===== config.mk =====
export PLATFORM = sky130hd
export DESIGN_NAME = nmea_sentence_filter
export DESIGN_NICKNAME = d
export VERILOG_FILES = /design/src/hdl/nsf_pkg.sv /design/src/hdl/nmea_sentence_filter.sv
export SDC_FILE = /design/constraint.sdc
export NUM_CORES = 1
export LEC_CHECK = 0
export BUFFER_PORTS_ARGS = -buffer_cell sky130_fd_sc_hd__buf_2
export CORE_MARGIN = 2
export CORE_UTILIZATION = 45
export CTS_BUF_LIST = sky130_fd_sc_hd__clkbuf_4
export DETAILED_ROUTE_END_ITERATION = 6
export PLACE_DENSITY = 0.65
export SLEW_MARGIN = 0
export SYNTH_ARGS = -nofsm -noshare
export SYNTH_HDL_FRONTEND = slang
export SYNTH_SLANG_ARGS = --single-unit

===== constraint.sdc =====
create_clock -name clk_i -period 6.4 [get_ports clk_i]
set_input_delay 0.32 -clock clk_i [delete_from_list [all_inputs] [get_ports clk_i]]
set_output_delay 0.32 -clock clk_i [all_outputs]
set_load 0.005 [all_outputs]

===== src/hdl/nsf_pkg.sv =====
// Package for the NMEA sentence filter: payload structs, register indexes,
// checksum phase and verdict codes. No dependencies.
package nsf_pkg;

  localparam logic [7:0]  StarByte        = 8'h2A;
  localparam logic [2:0]  HeaderLen       = 3'd6;
  localparam logic [7:0]  DelimiterReset  = 8'd44;
  localparam logic [47:0] HeaderReset     = 48'd39888708126529;

  typedef enum logic {
    REG_FIELD_DELIMITER = 1'b0,
    REG_EXPECTED_HEADER = 1'b1
  } reg_index_e;

  typedef enum logic [1:0] {
    PH_BEFORE_STAR = 2'd0,
    PH_DIGIT_HI    = 2'd1,
    PH_DIGIT_LO    = 2'd2,
    PH_DONE        = 2'd3
  } cks_phase_e;

  typedef enum logic [1:0] {
    VERDICT_OK         = 2'd0,
    VERDICT_BAD_HEADER = 2'd1,
    VERDICT_BAD_CKS    = 2'd2,
    VERDICT_EMPTY      = 2'd3
  } verdict_e;

  typedef struct packed {
    logic [7:0] line_byte;
    logic       end_of_line;
  } in_item_t;

  typedef struct packed {
    logic       accepted;
    logic [1:0] verdict;
  } out_item_t;

endpackage


===== src/hdl/nmea_sentence_filter.sv =====
// NMEA sentence filter: checks header, checksum and empty-field pairs of one
// line of text that arrives one byte per item. Depends on nsf_pkg.
//
// Usage:
//   The input channel (in_valid_i/in_ready_o/in_data_i) carries one byte of
//   the line per item, with end_of_line set on the last byte. The output
//   channel (out_valid_o/out_ready_i/out_data_o) carries one verdict item per
//   line, produced by the byte flagged end_of_line.
//   The configuration channel (cfg_valid_i/cfg_ready_o/cfg_index_i/cfg_data_i)
//   writes the field delimiter (index 0) or the expected header (index 1);
//   it is always ready and should only be used between lines.
//   Throughput is one byte per cycle unless a line-ending byte waits (below).
//   The per-line state is updated in the cycle a byte is accepted, and the
//   verdict sits in the output register in the cycle after the last byte.
//   When the receiver stalls, bytes that do not end a line are still taken;
//   a line-ending byte waits only while a previous verdict is still held and
//   not being taken in the same cycle.
//   Reset clears all line state and the output valid flag, and loads the
//   default delimiter (comma) and header ($GPGGA).
module nmea_sentence_filter
  import nsf_pkg::*;
(
  input  logic        clk_i,
  input  logic        rst_ni,
  input  logic        in_valid_i,
  output logic        in_ready_o,
  input  in_item_t    in_data_i,
  output logic        out_valid_o,
  input  logic        out_ready_i,
  output out_item_t   out_data_o,
  input  logic        cfg_valid_i,
  output logic        cfg_ready_o,
  input  reg_index_e  cfg_index_i,
  input  logic [47:0] cfg_data_i
);

  logic [7:0]  delim_q;
  logic [47:0] header_q;

  logic [2:0]  pos_q, pos_d;
  logic        hdr_bad_q, hdr_bad_d;
  logic [7:0]  xor_q, xor_d;
  cks_phase_e  phase_q, phase_d;
  logic [7:0]  rx_cks_q, rx_cks_d;
  logic        hex_err_q, hex_err_d;
  logic        prev_delim_q, prev_delim_d;
  logic [1:0]  pairs_q, pairs_d;

  logic        out_valid_q;
  out_item_t   out_data_q;

  logic        in_fire;
  logic [7:0]  byte_b;
  logic [7:0]  want_b;
  logic        digit_ok;
  logic [3:0]  digit_val;
  verdict_e    verdict;

  assign cfg_ready_o = 1'b1;
  assign in_ready_o  = !(out_valid_q && !out_ready_i && in_data_i.end_of_line);
  assign in_fire     = in_valid_i && in_ready_o;
  assign byte_b      = in_data_i.line_byte;
  assign out_valid_o = out_valid_q;
  assign out_data_o  = out_data_q;

  always_comb begin
    unique case (pos_q)
      3'd0:    want_b = header_q[47:40];
      3'd1:    want_b = header_q[39:32];
      3'd2:    want_b = header_q[31:24];
      3'd3:    want_b = header_q[23:16];
      3'd4:    want_b = header_q[15:8];
      default: want_b = header_q[7:0];
    endcase
  end

  always_comb begin
    digit_ok  = 1'b1;
    digit_val = 4'd0;
    if (byte_b >= 8'h30 && byte_b <= 8'h39) begin
      digit_val = byte_b[3:0];
    end else if ((byte_b >= 8'h41 && byte_b <= 8'h46) ||
                 (byte_b >= 8'h61 && byte_b <= 8'h66)) begin
      // 'A'..'F' and 'a'..'f' have low nibble 1..6, i.e. value minus 9.
      digit_val = byte_b[3:0] + 4'd9;
    end else begin
      digit_ok  = 1'b0;
    end
  end

  always_comb begin
    pos_d        = pos_q;
    hdr_bad_d    = hdr_bad_q;
    xor_d        = xor_q;
    phase_d      = phase_q;
    rx_cks_d     = rx_cks_q;
    hex_err_d    = hex_err_q;
    prev_delim_d = 1'b0;
    pairs_d      = pairs_q;

    if (pos_q < HeaderLen) begin
      if (want_b != byte_b) begin
        hdr_bad_d = 1'b1;
      end
      pos_d = pos_q + 3'd1;
    end

    // The first byte is the start mark and takes no part in the checksum.
    if (pos_q != 3'd0) begin
      unique case (phase_q)
        PH_BEFORE_STAR: begin
          if (byte_b == StarByte) begin
            phase_d = PH_DIGIT_HI;
          end else begin
            xor_d = xor_q ^ byte_b;
          end
        end
        PH_DIGIT_HI, PH_DIGIT_LO: begin
          if (!digit_ok) begin
            hex_err_d = 1'b1;
          end else begin
            rx_cks_d = {rx_cks_q[3:0], digit_val};
          end
          phase_d = (phase_q == PH_DIGIT_HI) ? PH_DIGIT_LO : PH_DONE;
        end
        default: ;
      endcase
    end

    // Pairs do not overlap: the second delimiter of a pair starts no new one.
    if (byte_b == delim_q) begin
      if (prev_delim_q) begin
        if (pairs_q < 2'd2) begin
          pairs_d = pairs_q + 2'd1;
        end
      end else begin
        prev_delim_d = 1'b1;
      end
    end

    priority if (hdr_bad_d || pos_d < HeaderLen) begin
      verdict = VERDICT_BAD_HEADER;
    end else if (phase_d != PH_DONE || hex_err_d || rx_cks_d != xor_d) begin
      verdict = VERDICT_BAD_CKS;
    end else if (pairs_d > 2'd1) begin
      verdict = VERDICT_EMPTY;
    end else begin
      verdict = VERDICT_OK;
    end
  end

  always_ff @(posedge clk_i or negedge rst_ni) begin
    if (!rst_ni) begin
      delim_q  <= DelimiterReset;
      header_q <= HeaderReset;
    end else if (cfg_valid_i && cfg_ready_o) begin
      unique case (cfg_index_i)
        REG_FIELD_DELIMITER: delim_q  <= cfg_data_i[7:0];
        REG_EXPECTED_HEADER: header_q <= cfg_data_i;
        default: ;
      endcase
    end
  end

  always_ff @(posedge clk_i or negedge rst_ni) begin
    if (!rst_ni) begin
      pos_q        <= 3'd0;
      hdr_bad_q    <= 1'b0;
      xor_q        <= 8'd0;
      phase_q      <= PH_BEFORE_STAR;
      rx_cks_q     <= 8'd0;
      hex_err_q    <= 1'b0;
      prev_delim_q <= 1'b0;
      pairs_q      <= 2'd0;
    end else if (in_fire) begin
      if (in_data_i.end_of_line) begin
        pos_q        <= 3'd0;
        hdr_bad_q    <= 1'b0;
        xor_q        <= 8'd0;
        phase_q      <= PH_BEFORE_STAR;
        rx_cks_q     <= 8'd0;
        hex_err_q    <= 1'b0;
        prev_delim_q <= 1'b0;
        pairs_q      <= 2'd0;
      end else begin
        pos_q        <= pos_d;
        hdr_bad_q    <= hdr_bad_d;
        xor_q        <= xor_d;
        phase_q      <= phase_d;
        rx_cks_q     <= rx_cks_d;
        hex_err_q    <= hex_err_d;
        prev_delim_q <= prev_delim_d;
        pairs_q      <= pairs_d;
      end
    end
  end

  always_ff @(posedge clk_i or negedge rst_ni) begin
    if (!rst_ni) begin
      out_valid_q <= 1'b0;
    end else if (in_fire && in_data_i.end_of_line) begin
      out_valid_q <= 1'b1;
    end else if (out_ready_i) begin
      out_valid_q <= 1'b0;
    end
  end

  always_ff @(posedge clk_i) begin
    if (in_fire && in_data_i.end_of_line) begin
      out_data_q.accepted <= (verdict == VERDICT_OK);
      out_data_q.verdict  <= verdict;
    end
  end

  a_pos_saturates: assert property (@(posedge clk_i) disable iff (!rst_ni)
    pos_q <= HeaderLen)
    else $error("byte position ran past the header length");

  a_verdict_follows_eol: assert property (@(posedge clk_i) disable iff (!rst_ni)
    in_fire && in_data_i.end_of_line |=> out_valid_q && pos_q == 3'd0)
    else $error("line end did not produce a verdict and clear the line");

  a_accept_matches_verdict: assert property (@(posedge clk_i) disable iff (!rst_ni)
    out_valid_q |-> out_data_q.accepted == (out_data_q.verdict == VERDICT_OK))
    else $error("accepted flag disagrees with verdict");

  a_no_spurious_result: assert property (@(posedge clk_i) disable iff (!rst_ni)
    $rose(out_valid_q) |-> $past(in_fire && in_data_i.end_of_line))
    else $error("verdict appeared without a line end");

endmodule


Yosys cells after proc, flatten, opt, wreduce, memory -nomap -nowiden
Index checks and enable logic that the tools add are counted.
- register bits: 86
- input port bits: 63
- output and inout port bits: 6
- word-level logic and storage cells: 99
- add/subtract/negate cells: 3
- magnitude comparators: 10
- eq/ne operators: 11
- muxes and demuxes: 39
- bitwise operators: 2
- reduce and logical (&&, ||, !) cells: 21
- operators by type and width (kind ; count):
    2-to-1 mux 8 bit ; 8
    case mux 8 bit (5 select lines) ; 1
    2-to-1 mux 2 bit ; 10
    >= comparator 8 x 7 -> 1 bit, second input constant ; 2
    <= comparator 8 x 7 -> 1 bit, second input constant ; 2
    inequality test 8 bit ; 2
    2-to-1 mux 1 bit ; 15
    equality test 8 x 6 -> 1 bit, second input constant ; 1
    equality test 8 bit ; 1
    >= comparator 8 x 6 -> 1 bit, second input constant ; 1
    <= comparator 8 x 6 -> 1 bit, second input constant ; 1
    2-to-1 mux 4 bit ; 2
    bitwise XOR 8 bit ; 1
    logical AND 1 bit ; 7
    equality test 3 x 2 -> 1 bit, second input constant ; 2
    less-than comparator 3 bit, second input constant ; 2
    2-to-1 mux 3 bit ; 2
    adder 4 bit, second input constant ; 1
    logical NOT 2 bit ; 2
    logical OR 1 bit ; 4
    case mux 2 bit (2 select lines) ; 1
    AND reduction 2 bit ; 2
    adder 3 x 1 -> 3 bit, second input constant ; 1
    equality test 3 x 1 -> 1 bit, second input constant ; 1
    other kinds (13) ; 14

Depth between registers and ports, before layout
- depth in word-level cells: 13
- depth in mapped cells: 13
- mapped depth without buffers: 10

Least setup slack after synthesis
Ideal clock, no wire load.
- kind: input-to-reg
- start: input port in_data_i[1] (netlist name)
- end: register out_data_q (netlist bit out_data_o[1]) (data pin)
- library setup time: 254 ps
- arrival time: 2457 ps
- path slack: 3690 ps
- stages on the path: 11
- path buffers: 1
- path through: clkbuf_1 inv_1 ha_1 or3b_1 nand4_2 a21oi_4 mux2i_1 xor2_1 nor4_2 and4b_1 nor2b_1
- word-level cells in the longest chain between the ends: 12
- ends and longest elaborated chain (element ; line ; text):
    from (decl) ; nmea_sentence_filter.sv:27 ; input in_item_t in_data_i,
    >= comparator 8 x 7 -> 1 bit, or another cell as far along ; nmea_sentence_filter.sv:82 ; end else if ((byte_b >= 8'h41 && byte_b <= 8'h46) ||
    logical AND 1 bit (on tied branches) ; nmea_sentence_filter.sv:82, nmea_sentence_filter.sv:83 ;
    logical OR 1 bit ; nmea_sentence_filter.sv:82 ;
    2-to-1 mux 4 bit or 2-to-1 mux 1 bit (tied branches) ; nmea_sentence_filter.sv:82 ;
    2-to-1 mux 4 bit or 2-to-1 mux 1 bit (tied branches) ; nmea_sentence_filter.sv:80 ; if (byte_b >= 8'h30 && byte_b <= 8'h39) begin
    2-to-1 mux 8 bit or 2-to-1 mux 1 bit (tied branches) ; nmea_sentence_filter.sv:119 ; if (!digit_ok) begin
    2-to-1 mux 8 bit or 2-to-1 mux 1 bit (tied branches) ; nmea_sentence_filter.sv:110 ; unique case (phase_q)
    2-to-1 mux 8 bit or 2-to-1 mux 1 bit (tied branches) ; nmea_sentence_filter.sv:109 ; if (pos_q != 3'd0) begin
    inequality test 8 bit or logical OR 1 bit (tied branches) ; nmea_sentence_filter.sv:143 ; end else if (phase_d != PH_DONE || hex_err_d || rx_cks_d != xor_d) begin
    logical OR 1 bit ; nmea_sentence_filter.sv:143 ;
    2-to-1 mux 2 bit ; nmea_sentence_filter.sv:143 ;
    2-to-1 mux 2 bit * ; nmea_sentence_filter.sv:141 ; priority if (hdr_bad_d || pos_d < HeaderLen) begin
    named net verdict[1] ; nmea_sentence_filter.sv:57 ; verdict_e verdict;
    to (decl) ; nmea_sentence_filter.sv:50 ; out_item_t out_data_q;
The timed path passes the listed nets; every way through them passes the cells marked *.
A chain may end at the register's enable or synchronous reset.

Worst setup path after layout
- start: register pos_q[0]
- end: register out_data_q (netlist bit out_data_o[0]) (data pin)
- word-level cells in the longest chain between the ends: 7
- ends and longest elaborated chain (element ; line ; text):
    from (decl) ; nmea_sentence_filter.sv:40 ; logic [2:0] pos_q, pos_d;
    from (signal assigned) ; nmea_sentence_filter.sv:186 ; pos_q <= pos_d;
    equality test 3 bit, or another cell as far along ; nmea_sentence_filter.sv:67 ; unique case (pos_q)
    case mux 8 bit (5 select lines) or 2-to-1 mux 2 bit (tied branches) ; nmea_sentence_filter.sv:67, nmea_sentence_filter.sv:109 ;
    inequality test 8 bit or inequality test 2 bit (tied branches) ; nmea_sentence_filter.sv:102, nmea_sentence_filter.sv:143 ;
    2-to-1 mux 1 bit or logical OR 1 bit (tied branches) ; nmea_sentence_filter.sv:102, nmea_sentence_filter.sv:143 ;
    2-to-1 mux 1 bit or logical OR 1 bit (tied branches) ; nmea_sentence_filter.sv:101, nmea_sentence_filter.sv:143 ;
    logical OR 1 bit or 2-to-1 mux 2 bit (tied branches) ; nmea_sentence_filter.sv:141, nmea_sentence_filter.sv:143 ;
    2-to-1 mux 2 bit * ; nmea_sentence_filter.sv:141 ;
    named net verdict[0] ; nmea_sentence_filter.sv:57 ;
Marked as above.

==> results.sh <==
export IMPL_p_leak_nw=2.26
export IMPL_r2r_start="pos_q[0]"
export IMPL_grt_pass1_wl_um=18600
export IMPL_ys_top_cells_by_count="dfrtp_1 (62), mux2_2 (58), nand2_1 (25), nor2_1 (25), xnor2_1 (22)"
export IMPL_combPwrFrac_pct=41.7
export IMPL_yosys_area_top_type="dfrtp_1"
export IMPL_cts_tree="yes"
export IMPL_switching_share_pct=39.7
export IMPL_r2r_end="out_data_o[0]"
export IMPL_dp_cells=617
export IMPL_drc=0
export IMPL_start_util_pct=46.6
export IMPL_syn2layout_area_growth_pct=10.4
export IMPL_synth_edff_count=3
export IMPL_synth_ff_type="dfrtp_1"
export IMPL_synth_area_leaders="dfrtp_1 (32%), mux2_2 (14%), dfstp_2 (11%)"
export IMPL_fin_nets=568
export IMPL_maxCapViolations=0
export IMPL_core_um2=10400
export IMPL_hpwl_um=8120
export IMPL_critPathLaunchType="flip-flop"
export IMPL_synth_warnings=0
export IMPL_numCtsBuffers=9
export IMPL_p_per_area_nw_per_um2=333
export IMPL_worstPathArrival_ns=3.54
export IMPL_min_path_type="input port to flip-flop"
export IMPL_boundaryPins=69
export IMPL_cts_resized=0
export IMPL_seqPwrFrac_pct=41.9
export IMPL_stdcell_count=634
export IMPL_relSlewSlack_pct=26.3
export IMPL_path_class="flip-flop to flip-flop"
export IMPL_synth_area_um2=4830
export IMPL_synth_seq_area_share_pct=45.4
export IMPL_diodes=0
export IMPL_outcome="completed"
export IMPL_ff2ff_path_depth=10
export IMPL_syn_nets=515
export IMPL_grt_max_degree=63
export IMPL_async_reset_ff_share_pct=96.5
export IMPL_ctsHoldBuffers=1
export IMPL_io_buffers=67
export IMPL_clkLatencyLatePin_ns=0.46
export IMPL_die_h_um=108
export IMPL_cts_root_buf="clkbuf_4"
export IMPL_p_sw_mw=0.706
export IMPL_clk_pin_slew_ns=0.15
export IMPL_ir_drop_mv=0.158
export IMPL_yosysTopAreaCellShare_pct=32.1
export IMPL_grt_setup_unrepaired="no"
export IMPL_endpoint_kind="flip-flop"
export IMPL_maxSlewViolCount=0
export IMPL_cp_max_fo=19
export IMPL_drtIter0Drc=217
export IMPL_routed_via_density=5.73
export IMPL_grt_overflow_total=0
export IMPL_hold_viol_final=0
export IMPL_wl_per_cell_um=17.6
export IMPL_drt_wl_total_um=11100
export IMPL_synthCells=440
export IMPL_setup_tns_ns=0
export IMPL_gp_congestion=0.870
export IMPL_r2r_slack_ns=3.08
export IMPL_clk_path_buf_depth=2
export IMPL_rows=37
export IMPL_antenna_found_initial=0
export IMPL_drt_pass1_iter_count=4
export IMPL_worstPathRequired_ns=6.62
export IMPL_period_share_pct=51.9
export IMPL_dieArea_um2=11600
export IMPL_syn_avg_cell_area_um2=11.0
export IMPL_clkSinkCount=86
export IMPL_synth_most_common_cell="dfrtp_1"
export IMPL_setup_viol=0
export IMPL_first_global_vias=3809
export IMPL_num_vias=3631
export IMPL_worst_slew_pin_slew_ns=1.10
export IMPL_ant_nets=0
export IMPL_fin_crit_ns=3.32
export IMPL_post_cts_setup_buffers=0
export IMPL_cp_startpoint="pos_q[0]"
export IMPL_finClkSkew_ns=0.0180
export IMPL_synth_cell_types=63
export IMPL_track_usage_pct=20.7
export IMPL_cts_max_level=3
export IMPL_holdWs_ns=0.0402
export IMPL_fmax_ghz=0.301
export IMPL_critPathCapture="out_data_o[0]"
export IMPL_clockPowerShare_pct=16.5
export IMPL_synth_seq_cells=86
export IMPL_internal_power_mw=1.07
export IMPL_die_x_um=108
export IMPL_drive_gt1_share_pct=35.1
## registers in the layout, indices dropped and copies added (netlist names)
name / cells
pos_q: 3
xor_q: 8
header_q: 48
phase_q: 2
rx_cks_q: 8
out_valid_o: 1
hex_err_q: 1
pairs_q: 2
delim_q: 8
out_data_o: 3
prev_delim_q: 1
hdr_bad_q: 1
## worst max-delay path, stage by stage, from the launching register on
cell and delay [ns]:
dfrtp_1 0.45, inv_1 0.14, ha_1 0.63, nor2_1 0.15
and2_1 0.24, nor3_1 0.25, mux2_2 0.37, nor4_1 0.31
nand4_1 0.21, o22ai_1 0.26, nand2_1 0.08
## per-stage QoR
step	setup slack, ns	utilization, %	instance area (um^2)	power, mW
finish	3.08	51.4	5330	1.78
detailed placement	3.14	50.1	5200	1.49
floorplan	3.69	-	4830	1.32
global route	2.80	51.4	5330	1.90
CTS	3.13	51.4	5330	1.79
global placement	3.38	50.1	5200	1.46
## cells in the final DEF, fill, tap and decap left out, types with 3 or more instances in the layout
cell / synthesis / routed
nor3_1: 9 / 9
nor2_1: 25 / 25
mux2_2: 58 / 58
ha_1: 12 / 12
o22ai_1: 7 / 7
nor2b_1: 6 / 6
inv_6: 0 / 4
edfxtp_1: 3 / 3
a32o_1: 5 / 5
a31oi_1: 5 / 5
dfstp_2: 21 / 21
buf_2: 5 / 66
a211oi_1: 5 / 5
xnor2_1: 22 / 22
and3_1: 7 / 7
a22o_1: 14 / 14
and2_1: 5 / 5
xor2_1: 3 / 3
a22oi_1: 5 / 5
nor4_1: 4 / 4
nand4_1: 5 / 5
a21oi_1: 14 / 14
inv_1: 18 / 18
mux2i_1: 9 / 9
o21ai_0: 20 / 20
nand2_1: 25 / 24
clkbuf_4: 0 / 9
o31ai_1: 3 / 3
nand3_1: 3 / 3
dfrtp_1: 62 / 62
## worst min path at each step
stage,start,to,slack (ns),cells after the start
4_1_cts,out_ready_i,out_valid_o,0.02,2
3_5_place_dp,rst_ni,pairs_q[1],0.25,1
6_report,out_ready_i,out_valid_o,0.04,2
2_1_floorplan,rst_ni,delim_q[0],0.02,0
5_1_grt,cfg_data_i[25],header_q[25],0.06,2
3_3_place_gp,rst_ni,out_valid_o,0.24,1
## power by group through the flow
stage	Sequential [mW]	Combinational (mW)	Clock, mW
3_3_place_gp	0.747	0.716	0
6_report	0.744	0.741	0.293
4_1_cts	0.742	0.739	0.305
2_1_floorplan	0.715	0.603	0
3_5_place_dp	0.753	0.734	0
5_1_grt	0.757	0.817	0.322
## kinds of logic after synthesis
group | Yosys count | share of synthesized area, %
adders and majority gates | 12 | 3.11
AOI/OAI and AO/OA | 101 | 15.2
DFF | 86 | 45.4
xor gates and xnor gates | 26 | 4.87
and+or+nand+nor | 102 | 11.5
other | 1 | 0.0776
buffers and inverters | 45 | 4.48
muxes | 67 | 15.4
## layout make-up
cell class,count,area [um^2]
flip-flops and latches,86,2190
well taps,136,170
clock inverters,7,55.1
repair buffers,69,355
multi-input cells,309,2420
inverters,18,67.6
fillers,976,5040
clock buffers,9,67.6
## metal layers
layer,global-route usage [%],up-vias,share of wire (%)
met3,3.87,27,4.9
met1,27.1,1777,45
met4,10.3,0,2.8
li1,-,1715,-
met5,0,-,0
met2,32.8,112,47
No activity file was read; power rests on OpenSTA's default activity.
